[config.mk]
export PLATFORM = sky130hd
export DESIGN_NAME = chained_key_block_codec_crc16
export DESIGN_NICKNAME = d
export VERILOG_FILES = /design/src/hw/rtl/ckb_pkg.sv /design/src/hw/rtl/ckb_in_reg.sv /design/src/hw/rtl/ckb_core.sv /design/src/hw/rtl/ckb_out.sv /design/src/hw/rtl/chained_key_block_codec_crc16.sv
export SDC_FILE = /design/constraint.sdc
export NUM_CORES = 1
export LEC_CHECK = 0
export BUFFER_PORTS_ARGS = -buffer_cell sky130_fd_sc_hd__clkbuf_2
export CAP_MARGIN = 20
export CORE_ASPECT_RATIO = 1.5
export CORE_MARGIN = 8
export CORE_UTILIZATION = 45
export CTS_BUF_LIST = sky130_fd_sc_hd__clkbuf_2
export DETAILED_ROUTE_END_ITERATION = 8
export MAX_ROUTING_LAYER = met4
export SYNTH_ARGS = -nofsm -noshare
export SYNTH_HDL_FRONTEND = slang
export SYNTH_SLANG_ARGS = --single-unit
[constraint.sdc]
create_clock -name clk_i -period 6.2 [get_ports clk_i]
set_input_delay 0.62 -clock clk_i [delete_from_list [all_inputs] [get_ports clk_i]]
set_output_delay 0.62 -clock clk_i [all_outputs]
set_load 0.005 [all_outputs]
[src/hw/rtl/ckb_pkg.sv]
// Shared types, codes and CRC-16/ARC helper functions for the chained-key block codec.
package ckb_pkg;

  localparam int unsigned ByteW   = 8;
  localparam int unsigned KeyW    = 16;
  localparam int unsigned StatusW = 2;
  localparam int unsigned CfgIdxW = 1;
  localparam int unsigned CfgW    = 16;
  localparam int unsigned WinN    = 4;
  localparam int unsigned FillW   = 3;
  localparam int unsigned BurstW  = 3;

  localparam logic [StatusW-1:0] ST_RUN  = 2'd0;
  localparam logic [StatusW-1:0] ST_OK   = 2'd1;
  localparam logic [StatusW-1:0] ST_FAIL = 2'd2;

  localparam logic MODE_DECODE = 1'b0;
  localparam logic MODE_ENCODE = 1'b1;

  localparam logic [CfgIdxW-1:0] REG_MODE      = 1'd0;
  localparam logic [CfgIdxW-1:0] REG_START_KEY = 1'd1;

  localparam logic [KeyW-1:0] CRC_XOR_ALL = 16'hffff;

  localparam logic [KeyW-1:0] NIB_TAB [16] = '{
    16'h0000, 16'hCC01, 16'hD801, 16'h1400, 16'hF001, 16'h3C00, 16'h2800, 16'hE401,
    16'hA001, 16'h6C00, 16'h7800, 16'hB401, 16'h5000, 16'h9C01, 16'h8801, 16'h4400
  };

  typedef struct packed {
    logic [ByteW-1:0] data_byte;
    logic             last_in_block;
    logic             restart_chain;
  } ckb_item_t;

  typedef struct packed {
    logic [ByteW-1:0]   out_byte;
    logic               end_of_block;
    logic [StatusW-1:0] status;
  } ckb_res_t;

  typedef struct packed {
    logic             req;
    logic [KeyW-1:0]  crc;
    logic [ByteW-1:0] kb;
  } ckb_trl_t;

  function automatic logic [KeyW-1:0] crc_nib(input logic [KeyW-1:0] c,
                                               input logic [3:0] nib);
    logic [KeyW-1:0] r;
    r = NIB_TAB[c[3:0]];
    return {4'h0, c[KeyW-1:4]} ^ r ^ NIB_TAB[nib];
  endfunction

  function automatic logic [KeyW-1:0] crc_byte(input logic [KeyW-1:0] c,
                                                input logic [ByteW-1:0] b);
    logic [KeyW-1:0] t;
    t = crc_nib(c, b[3:0]);
    return crc_nib(t, b[7:4]);
  endfunction

endpackage

[src/hw/rtl/ckb_in_reg.sv]
// Input register stage that holds one accepted byte until the core consumes it.
module ckb_in_reg
  import ckb_pkg::*;
(
  input  logic      clk_i,
  input  logic      rst_ni,
  input  logic      in_valid_i,
  output logic      in_ready_o,
  input  ckb_item_t in_item_i,
  input  logic      take_i,
  output logic      valid_o,
  output ckb_item_t item_o
);

  logic      valid_q;
  logic      valid_d;
  ckb_item_t item_q;

  assign in_ready_o = !valid_q || take_i;
  assign valid_d    = (in_valid_i && in_ready_o) || (valid_q && !take_i);

  always_ff @(posedge clk_i or negedge rst_ni) begin
    if (!rst_ni) begin
      valid_q <= 1'b0;
    end else begin
      valid_q <= valid_d;
    end
  end

  always_ff @(posedge clk_i) begin
    if (in_valid_i && in_ready_o) begin
      item_q <= in_item_i;
    end
  end

  assign valid_o = valid_q;
  assign item_o  = item_q;

endmodule

[src/hw/rtl/ckb_core.sv]
// Chaining key, CRC accumulator and trailer window with the per-byte scramble and check.
module ckb_core
  import ckb_pkg::*;
(
  input  logic            clk_i,
  input  logic            rst_ni,
  input  logic            advance_i,
  input  ckb_item_t       item_i,
  input  logic            mode_i,
  input  logic [KeyW-1:0] start_key_i,
  output ckb_res_t        res_o,
  output ckb_trl_t        trl_o
);

  logic [KeyW-1:0]  chain_key_q, chain_key_d;
  logic [KeyW-1:0]  crc_q, crc_d;
  logic             inside_q, inside_d;
  logic [FillW-1:0] fill_q, fill_d;
  logic [ByteW-1:0] win_q [WinN];
  logic [ByteW-1:0] win_d [WinN];

  logic [KeyW-1:0]  key_eff;
  logic [ByteW-1:0] kb;
  logic [KeyW-1:0]  crc_base;
  logic [FillW-1:0] fill_base;
  logic [ByteW-1:0] win_base [WinN];
  logic             do_crc;
  logic [ByteW-1:0] crc_in;
  logic [KeyW-1:0]  crc_next;
  logic [ByteW-1:0] dec_byte;
  logic [ByteW-1:0] enc_byte;
  logic [KeyW-1:0]  lo_half;
  logic [KeyW-1:0]  hi_half;
  logic [KeyW:0]    half_sum;

  always_comb begin
    key_eff   = item_i.restart_chain ? start_key_i : chain_key_q;
    kb        = key_eff[ByteW-1:0];
    crc_base  = inside_q ? crc_q : key_eff;
    fill_base = inside_q ? fill_q : '0;
    for (int i = 0; i < WinN; i++) begin
      win_base[i] = inside_q ? win_q[i] : '0;
    end
    dec_byte = item_i.data_byte - kb;
    enc_byte = item_i.data_byte + kb;
    do_crc   = (mode_i == MODE_ENCODE) || fill_base[FillW-1];
    crc_in   = (mode_i == MODE_ENCODE) ? item_i.data_byte : win_base[0];
    crc_next = do_crc ? crc_byte(crc_base, crc_in) : crc_base;

    chain_key_d = key_eff;
    crc_d       = crc_next;
    fill_d      = fill_base;
    inside_d    = !item_i.last_in_block;
    for (int i = 0; i < WinN; i++) begin
      win_d[i] = win_base[i];
    end
    res_o    = '{out_byte: enc_byte, end_of_block: 1'b0, status: ST_RUN};
    trl_o    = '{req: 1'b0, crc: crc_next, kb: kb};
    lo_half  = '0;
    hi_half  = '0;
    half_sum = '0;

    if (mode_i == MODE_DECODE) begin
      res_o.out_byte = dec_byte;
      if (fill_base[FillW-1]) begin
        win_d[0] = win_base[1];
        win_d[1] = win_base[2];
        win_d[2] = win_base[3];
        win_d[3] = dec_byte;
      end else begin
        win_d[fill_base[1:0]] = dec_byte;
        fill_d = fill_base + 1'b1;
      end
      lo_half  = {win_d[1], win_d[0]};
      hi_half  = {win_d[3], win_d[2]};
      half_sum = {1'b0, lo_half} + {1'b0, hi_half};
      if (item_i.last_in_block) begin
        res_o.end_of_block = 1'b1;
        res_o.status       = ST_FAIL;
        fill_d             = '0;
        if (fill_base[FillW-1] || (fill_base == FillW'(WinN - 1))) begin
          chain_key_d = lo_half;
          if ((lo_half == crc_next) && (half_sum == {1'b0, CRC_XOR_ALL})) begin
            res_o.status = ST_OK;
          end
        end
      end
    end else if (item_i.last_in_block) begin
      trl_o.req   = 1'b1;
      chain_key_d = crc_next;
      fill_d      = '0;
    end
  end

  always_ff @(posedge clk_i or negedge rst_ni) begin
    if (!rst_ni) begin
      chain_key_q <= '0;
      crc_q       <= '0;
      inside_q    <= 1'b0;
      fill_q      <= '0;
      for (int i = 0; i < WinN; i++) begin
        win_q[i] <= '0;
      end
    end else if (advance_i) begin
      chain_key_q <= chain_key_d;
      crc_q       <= crc_d;
      inside_q    <= inside_d;
      fill_q      <= fill_d;
      for (int i = 0; i < WinN; i++) begin
        win_q[i] <= win_d[i];
      end
    end
  end

endmodule

[src/hw/rtl/ckb_out.sv]
// Result register with the four-byte trailer sequencer used when encoding.
module ckb_out
  import ckb_pkg::*;
(
  input  logic     clk_i,
  input  logic     rst_ni,
  input  logic     advance_i,
  input  ckb_res_t res_i,
  input  ckb_trl_t trl_i,
  input  logic     out_ready_i,
  output logic     out_valid_o,
  output ckb_res_t out_res_o,
  output logic     can_load_o,
  output logic     busy_o
);

  logic              valid_q;
  ckb_res_t          res_q;
  ckb_res_t          trl_res;
  logic [BurstW-1:0] cnt_q;
  logic [KeyW-1:0]   crc_q;
  logic [KeyW-1:0]   crc_inv;
  logic [ByteW-1:0]  kb_q;
  logic              burst_step;

  assign can_load_o = !valid_q || out_ready_i;
  assign busy_o     = (cnt_q != '0);
  assign burst_step = busy_o && can_load_o;
  assign crc_inv    = CRC_XOR_ALL - crc_q;

  always_comb begin
    trl_res = '{out_byte: '0, end_of_block: 1'b0, status: ST_RUN};
    unique case (cnt_q)
      3'd4:    trl_res.out_byte = crc_q[7:0] + kb_q;
      3'd3:    trl_res.out_byte = crc_q[15:8] + kb_q;
      3'd2:    trl_res.out_byte = crc_inv[7:0] + kb_q;
      3'd1: begin
        trl_res.out_byte     = crc_inv[15:8] + kb_q;
        trl_res.end_of_block = 1'b1;
        trl_res.status       = ST_OK;
      end
      default: trl_res.out_byte = '0;
    endcase
  end

  always_ff @(posedge clk_i or negedge rst_ni) begin
    if (!rst_ni) begin
      valid_q <= 1'b0;
      cnt_q   <= '0;
    end else if (advance_i) begin
      valid_q <= 1'b1;
      if (trl_i.req) begin
        cnt_q <= BurstW'(WinN);
      end
    end else if (burst_step) begin
      valid_q <= 1'b1;
      cnt_q   <= cnt_q - 1'b1;
    end else if (out_ready_i) begin
      valid_q <= 1'b0;
    end
  end

  always_ff @(posedge clk_i) begin
    if (advance_i) begin
      res_q <= res_i;
      if (trl_i.req) begin
        crc_q <= trl_i.crc;
        kb_q  <= trl_i.kb;
      end
    end else if (burst_step) begin
      res_q <= trl_res;
    end
  end

  assign out_valid_o = valid_q;
  assign out_res_o   = res_q;

endmodule

[src/hw/rtl/chained_key_block_codec_crc16.sv]
// Top level of the chained-key block codec with CRC-16/ARC trailer.
//
//   Channel   Dir  Handshake                  Payload
//   s_axis    in   s_axis_tvalid/tready       tdata data_byte, tlast, tuser restart_chain
//   m_axis    out  m_axis_tvalid/tready       tdata out_byte, tlast, tuser status
//   cfg       in   cfg_valid_i/cfg_ready_o    cfg_index_i, cfg_data_i
//
// One byte per cycle is accepted and one result per cycle is delivered while
// m_axis is ready and no trailer is pending. Encoding the last byte of a block
// adds four trailer bytes from the result register's sequencer, during which
// the input register holds its byte. Bytes pass the input and result registers.
// Reset clears the key, CRC, window, block state and configuration at once.
// Backpressure on m_axis stalls the result register and then the input register.
module chained_key_block_codec_crc16
  import ckb_pkg::*;
(
  input  logic               clk_i,
  input  logic               rst_ni,
  input  logic               s_axis_tvalid,
  output logic               s_axis_tready,
  input  logic [ByteW-1:0]   s_axis_tdata,   // [7:0] data_byte
  input  logic               s_axis_tlast,
  input  logic               s_axis_tuser,   // [0] restart_chain
  output logic               m_axis_tvalid,
  input  logic               m_axis_tready,
  output logic [ByteW-1:0]   m_axis_tdata,   // [7:0] out_byte
  output logic               m_axis_tlast,
  output logic [StatusW-1:0] m_axis_tuser,   // [1:0] status
  input  logic               cfg_valid_i,
  output logic               cfg_ready_o,
  input  logic [CfgIdxW-1:0] cfg_index_i,
  input  logic [CfgW-1:0]    cfg_data_i
);

  logic            mode_q;
  logic [KeyW-1:0] start_key_q;
  logic            in_valid;
  ckb_item_t       in_item;
  ckb_item_t       item_q;
  logic            advance;
  logic            can_load;
  logic            busy;
  ckb_res_t        core_res;
  ckb_trl_t        core_trl;
  ckb_res_t        out_res;

  assign cfg_ready_o = 1'b1;

  always_ff @(posedge clk_i or negedge rst_ni) begin
    if (!rst_ni) begin
      mode_q      <= MODE_DECODE;
      start_key_q <= '0;
    end else if (cfg_valid_i) begin
      unique case (cfg_index_i)
        REG_MODE:      mode_q      <= cfg_data_i[0];
        REG_START_KEY: start_key_q <= cfg_data_i[KeyW-1:0];
        default:       mode_q      <= mode_q;
      endcase
    end
  end

  assign in_item = '{data_byte: s_axis_tdata, last_in_block: s_axis_tlast,
                     restart_chain: s_axis_tuser};
  assign advance = in_valid && can_load && !busy;

  ckb_in_reg u_in (
    .clk_i      (clk_i),
    .rst_ni     (rst_ni),
    .in_valid_i (s_axis_tvalid),
    .in_ready_o (s_axis_tready),
    .in_item_i  (in_item),
    .take_i     (advance),
    .valid_o    (in_valid),
    .item_o     (item_q)
  );

  ckb_core u_core (
    .clk_i       (clk_i),
    .rst_ni      (rst_ni),
    .advance_i   (advance),
    .item_i      (item_q),
    .mode_i      (mode_q),
    .start_key_i (start_key_q),
    .res_o       (core_res),
    .trl_o       (core_trl)
  );

  ckb_out u_out (
    .clk_i       (clk_i),
    .rst_ni      (rst_ni),
    .advance_i   (advance),
    .res_i       (core_res),
    .trl_i       (core_trl),
    .out_ready_i (m_axis_tready),
    .out_valid_o (m_axis_tvalid),
    .out_res_o   (out_res),
    .can_load_o  (can_load),
    .busy_o      (busy)
  );

  assign m_axis_tdata = out_res.out_byte;
  assign m_axis_tlast = out_res.end_of_block;
  assign m_axis_tuser = out_res.status;

  a_eob_has_status: assert property (@(posedge clk_i) disable iff (!rst_ni)
    (m_axis_tvalid && m_axis_tlast) |-> (m_axis_tuser != ST_RUN))
    else $error("block end delivered without a final status");

  a_mid_block_running: assert property (@(posedge clk_i) disable iff (!rst_ni)
    (m_axis_tvalid && !m_axis_tlast) |-> (m_axis_tuser == ST_RUN))
    else $error("status reported before the end of a block");

  a_burst_from_encode: assert property (@(posedge clk_i) disable iff (!rst_ni)
    $rose(busy) |-> $past(advance && (mode_q == MODE_ENCODE) && item_q.last_in_block))
    else $error("trailer sequence started without an encoded block end");

endmodule

---- Word-level counts from Yosys, hierarchy flattened ----
Memory sizes are Yosys's and may differ from the RTL's.
Index checks and enable logic that the tools add are counted.
word-level totals
  register bits after elaboration ......... 135
  ROM bits ................................ 1,024
  output and inout bits ................... 14
  logic and storage cells ................. 130
  memories kept ........................... 4
cells by class
  add/sub/neg operators ................... 10
  magnitude comparators ................... 6
  equal/unequal tests ..................... 8
  multiplexer cells ....................... 47
  bitwise gates (word level) .............. 10
  reductions and logical operators ........ 24
memory list
  name             depth  bits a word  rd ports  clocked after Yosys merged registers in  write ports  line           RTL
  (no name shown)  16     16           1         0                                        0            ckb_pkg.sv:51  r = NIB_TAB[c[3:0]];
  (no name shown)  16     16           1         0                                        0            ckb_pkg.sv:52  return {4'h0, c[KeyW-1:4]} ^ r ^ NIB_TAB[nib];
  (no name shown)  16     16           1         0                                        0            ckb_pkg.sv:51
  (no name shown)  16     16           1         0                                        0            ckb_pkg.sv:52
operators with widths
  operator                  number
  $mux W16                  15
  $mux W32                  3
  $mux W8                   6
  $add A8 B8 Y8             5
  $mux W11                  3
  $bwmux W32                1
  $pmux W8 S4               1
  $xor A12 B16 Y16          2
  $xor A16 B16 Y16          2
  $mux W3                   10
  $ge A5 B5 Y1 const B      4
  $not A4 Y5                4
  $add A16 B16 Y17          1
  $eq A17 B16 Y1 const B    1
  $demux W8 S2              1
  $eq A16 B16 Y1            1
  $sub A16 B16 Y16 const A  1
  $eq A3 B2 Y1 const B      3
  $reduce_and A2 Y1         4
  $sub A8 B8 Y8             1
  $logic_and A1 B1 Y1       7
  $reduce_bool A3 Y1        2
  $logic_not A1 Y1          5
  $logic_or A1 B1 Y1        5
  other kinds (12)          17

---- Logic depth before layout (Yosys ltp) ----
  depth after elaboration ................. 22
  mapped depth ............................ 25
  gate-level depth less buffers ........... 23

---- Cells and area by module ----
From an unflattened synthesis, not the netlist that was laid out.
unflattened totals
  cell total of the unflattened synthesis .. 1,021
  area total of the unflattened synthesis .. 9,829.4 sq um
by module, submodules not included
  module                         instances  cells an instance  area each (sq um)
  ckb_core                       1          801                6,700.2
  ckb_out                        1          165                2,064.5
  chained_key_block_codec_crc16  1          41                 710.7
  ckb_in_reg                     1          14                 354.1

---- Worst setup path after synthesis ----
OpenSTA, ideal clock, no wires.
  path kind ............................... flip-flop to flip-flop
  start ................................... register u_core.inside_q
  end ..................................... register u_out.res_q (netlist bit u_out.out_res_o[1]) (data pin)
  library setup time ...................... 0.255 ns
  arrival time ............................ 5.162 ns
  slack ................................... 0.783 ns
  stages on the path, launching flop included .. 25
  period minus slack after synthesis ...... 5.417 ns
  path through ............................ dfrtp_1 -> buf_2 -> buf_2 -> clkbuf_1 -> buf_1 -> clkbuf_1 -> nand2_1 -> inv_1 -> ha_1 -> clkbuf_1 -> nand2_1 -> o32ai_1 -> ha_1 -> clkbuf_1 -> nand2_1 -> o21ai_0 -> or2_2 -> o221ai_1 -> nor4_1 -> nand3_1 -> a2111oi_2 -> o2111ai_1 -> nor4b_2 -> nand3_1 -> o21ba_1
on the way
  cells in the longest elaborated chain, start to end .. 21
  elaborated cells between the ends (all ways) .. 49
  those cells by class .................... add/sub: 1; order compare: 2; eq/ne: 3; mux: 26; bitwise: 9; reduce/logical: 4; memory: 4
RTL lines
  element                                                            line                            RTL
  start: declaration                                                 ckb_core.sv:17                  logic inside_q, inside_d;
  start signal: assignment                                           ckb_core.sv:107                 inside_q <= inside_d;
  $mux W16 or $mux W8 (tied branches)                                ckb_core.sv:39, ckb_core.sv:42
  $not A4 Y5 (not written as such) or $mux W8 (tied branches)        ckb_pkg.sv:51, ckb_core.sv:47
  $mem_v2 Z16 W16 or $not A4 Y5 (tied branches)                      n/a
  $mux W16 (not written as such) or $mem_v2 Z16 W16 (tied branches)  n/a
  $mux W16 (on tied branches)                                        ckb_pkg.sv:51, ckb_pkg.sv:52
  $xor A12 B16 Y16 or $mux W16 (tied branches)                       ckb_pkg.sv:52
  $xor A16 B16 Y16                                                   ckb_pkg.sv:52
  $not A4 Y5 (not written as such)                                   ckb_pkg.sv:51
  [5 not listed]                                                     n/a
  $mux W16                                                           ckb_core.sv:48                  crc_next = do_crc ? crc_byte(crc_base, crc_in) : crc_base;
  $eq A16 B16 Y1                                                     ckb_core.sv:83                  if ((lo_half == crc_next) && (half_sum == {1'b0, CRC_XOR_ALL})) begin
  $logic_and A1 B1 Y1                                                ckb_core.sv:83
  $mux W2                                                            ckb_core.sv:83
  $mux W2 *                                                          ckb_core.sv:81                  if (fill_base[FillW-1] || (fill_base == FillW'(WinN - 1))) begin
  $mux W3 *                                                          ckb_core.sv:77                  if (item_i.last_in_block) begin
  $mux W11 *                                                         ckb_core.sv:63                  if (mode_i == MODE_DECODE) begin
  $mux W11 *                                                         ckb_out.sv:64                   if (advance_i) begin
  end signal: assignment                                             ckb_out.sv:65                   res_q <= res_i;
  end signal: assignment                                             ckb_out.sv:71                   res_q <= trl_res;
  end: declaration                                                   ckb_out.sv:18                   ckb_res_t res_q;
Every way passes the cells marked *; elsewhere a longest branch is shown, timed or not. The select of a mux whose other input is x is not followed.
A chain may end at the register's enable or synchronous reset.

==> flow_summary_export.csv <==
group,metric,value,unit
cts,cts_tree,"built",
detailed_routing,drt-vias-per-instance,6.07,
sta,layout_min_cycle_time,5.69,ns
die,rows,65,
power_and_ir_drop,leakagePower,4.66,nW
layout,utilization,50.1,%
detailed_routing,initialDrtViolationCount,869,
cts,cts_num_sinks,135,
worst_setup_path,slowest_stage,"edfxtp_1",
run,cap_violations,0,
grt,gr-total-overflow,0,
synthesis,syn_area,9650,um^2
synthesis,yosys.area.top_type,"dfrtp_1",
die,die_h,195,um
worst_setup_path,path_class,"register to register",
worst_setup_path,rr_startpoint,"u_in.item_o[0]",
synthesis,synth_edf_count,45,
worst_setup_path,critPathLaunchType,"register",
synthesis,ys.flop_type,"dfrtp_1",
power_and_ir_drop,ir_drop,0.000274,V
synthesis,yosysWarnings,0,
detailed_routing,wire_per_inst,23.6,um
detailed_routing,vias,8203,
detailed_routing,ant_nets,0,
worst_hold_path,min_from,"cfg_data_i[11]",
worst_setup_path,critPathLaunch,"u_in.item_o[0]",
worst_hold_path,hold_path.class,"primary input to register",
synthesis,synthDistinctLibCells,77,
grt,grt_first_pass_wirelength,49.2,mm
layout,n_fill_cell,2043,
worst_setup_path,path_max_fanout,9,
grt,grt_pass1_vias,8291,
outcome,status,"finished clean",
synthesis,syn_inst,1027,
grt,grt_usage,25.3,%
worst_setup_path,arrival,6.21,ns
layout,syn_to_final_growth,9.35,%
die,start_util,45.8,%
place,gp_congestion,1.01,
cts,cts_max_level,4,
die,core_area,21100,um^2
cts,insertion_delay,0.77,ns
synthesis,synthTopCellsByArea,"dfrtp_1 23%, edfxtp_1 14%, ha_1 5.8%, nand2_1 5.1%, a21oi_1 3.8%",
cts,ctsLongestPathBuffers,2,
die,io_pins,46,
sta,setup-tns-final,0,ns
sta,skew,0.0363,ns
sta,max_slew_margin,31.7,%
sta,timing.final.crit_share,91.7,%
layout,fin_nets,1151,
synthesis,synthDominantCellAreaShare,23.3,%
sta,hold_viol_final,0,
sta,rsz0062_at_grt,"no",
cts,cts_buffers,17,
worst_setup_path,path_buf_inv,2,
worst_setup_path,cp_top_family,"compound AO/OA/AOI/OAI gates",
layout,layout-drive-gt1-share,14.7,%
worst_setup_path,max_stage_delay,0.65,ns
sta,final_max_slew_viol_count,0,
layout,layout_commonest_cell,"nand2_1",
sta,tightestPinTransition,1.02,ns
synthesis,synth-seq-cells,135,
power_and_ir_drop,p_per_area,587,nW/um^2
detailed_routing,firstDrtPassIters,6,
die,die_w,136,um
synthesis,async_flop_share,66.7,%
worst_setup_path,end_kind,"register",
synthesis,ys_seq_area_share,37.4,%
detailed_routing,wirelength,31.9,mm
worst_setup_path,required,6.72,ns
grt,antenna_found_initial,1,
synthesis,synth_area_per_cell,9.39,um^2
detailed_routing,drc,0,
place,dp_hpwl,24.5,mm
sta,fmax,176,MHz
worst_setup_path,cp_cell_sequence,"mux2_2 > inv_1 > ha_1 > a21oi_1 > a21o_1 > nand2_1 > xnor2_1 > mux2i_1 > mux2i_1 > inv_1 > ha_1 > nand2_1 > o22ai_1 > a211oi_1 > nand4_1 > nor4_1 > nand3_1 > a2111oi_2 > o2111ai_1 > nor4b_2 > nand3_1 > o21ba_1",
cts,cts-root-buf,"clkbuf_2",
cts,clk_pin_slew_worst_paths,0.19,ns
sta,setup_violations,0,
grt,grt_max_degree,49,
synthesis,synth_nets,1108,
die,dieArea,26500,um^2
place,numPortBuffers,44,
layout,most-common-layout-cells,"131 x nand2_1, 90 x dfrtp_1, 74 x a21oi_1",
[flip-flops by register name (all words and copies together) (netlist names)]
| signal | cells |
|---|---|
| u_core.crc_q | 16 |
| u_out.kb_q | 8 |
| u_in.valid_o | 1 |
| u_core.chain_key_q | 16 |
| u_core.win_q | 32 |
| u_core.inside_q | 1 |
| mode_q | 1 |
| u_out.crc_q | 16 |
| u_core.fill_q | 3 |
| u_out.out_valid_o | 1 |
| start_key_q | 16 |
| u_out.cnt_q | 3 |
| u_out.out_res_o | 11 |
| u_in.item_o | 10 |
[per-stage QoR]
step	power (mW)	instances	setup slack, ns	instance area, um^2	hold WS (ns)
after CTS	6.14	1350	0.574	10500	0.00595
final	6.19	1352	0.514	10500	0.0850
after detailed placement	5.55	1306	0.601	10200	0.465
after global routing	6.59	1352	0.0550	10500	0.0278
after global placement	5.54	1305	0.802	10100	0.457
after floorplan	4.26	1027	0.783	9650	0.324
[worst paths after layout]
kind                                         end  slack [ns]  depth (start not counted)
setup / recovery              u_out.out_res_o[1]        0.51                         22
hold / removal                   start_key_q[11]        0.08                          2
setup reg to reg              u_out.out_res_o[1]        0.51                         22
hold reg to reg            u_core.chain_key_q[8]        0.50                          2
max in group asynchronous        u_core.crc_q[7]        4.69                          3
min in group asynchronous      u_out.out_valid_o        0.40                          2
[cells in the mapped netlist, types with 16 or more instances]
cell,count
dfrtp_1,90
xnor2_1,32
nor2_1,56
mux2_2,31
mux2i_1,34
edfxtp_1,45
o22ai_1,35
nand3_1,17
inv_1,33
clkbuf_1,42
ha_1,45
a22o_1,35
xor2_1,35
a21o_1,16
o21ai_0,65
a21oi_1,74
nand2_1,131
[power by group]
group          internal (mW)  switching (mW)  total, mW
clock network          0.219           0.349      0.568
registers               1.25           0.252       1.51
logic                   1.57            2.55       4.12
[layer usage]
layer / vias to the layer above / global-route usage (%) / wire (um)
li1: 3840 / - / -
met1: 3964 / 28.3 / 12200
met2: 308 / 42.3 / 16400
met3: 91 / 3.75 / 1490
met4: 0 / 14.2 / 1800
met5: - / - / 0
[final cells by class]
type                    count  area [um^2]  share of cell area [%]
diodes                      1         2.50                  0.0237
clock buffers              17         85.1                   0.807
clock inverters            15          160                    1.52
inverters                  39          146                    1.39
multi-input cells         795         5660                    53.7
flip-flops and latches    135         3600                    34.2
well taps                 268          335                    3.18
repair buffers             82          556                    5.27
[repair_timing]
action,CTS,global route
hold buffers,12,0
setup buffers,0,0
endpoints found under the hold margin,58,0
endpoints found under the setup margin,0,0
gates resized for setup,0,0
[cell families (layout without fill, tap and decap cells)]
group | Yosys count | in the layout | synth area share [%]
muxes | 72 | 72 | 8.63
xor gates and xnor gates | 74 | 74 | 7.68
other | 1 | 2 | 0.0389
AOI/OAI and AO/OA | 325 | 325 | 22.6
adders and majority gates | 51 | 51 | 6.87
buffers and inverters | 97 | 153 | 4.07
DFF | 135 | 135 | 37.4
and+or+nand+nor | 272 | 272 | 12.8
Note: power is estimated with default switching activity, not from simulation.
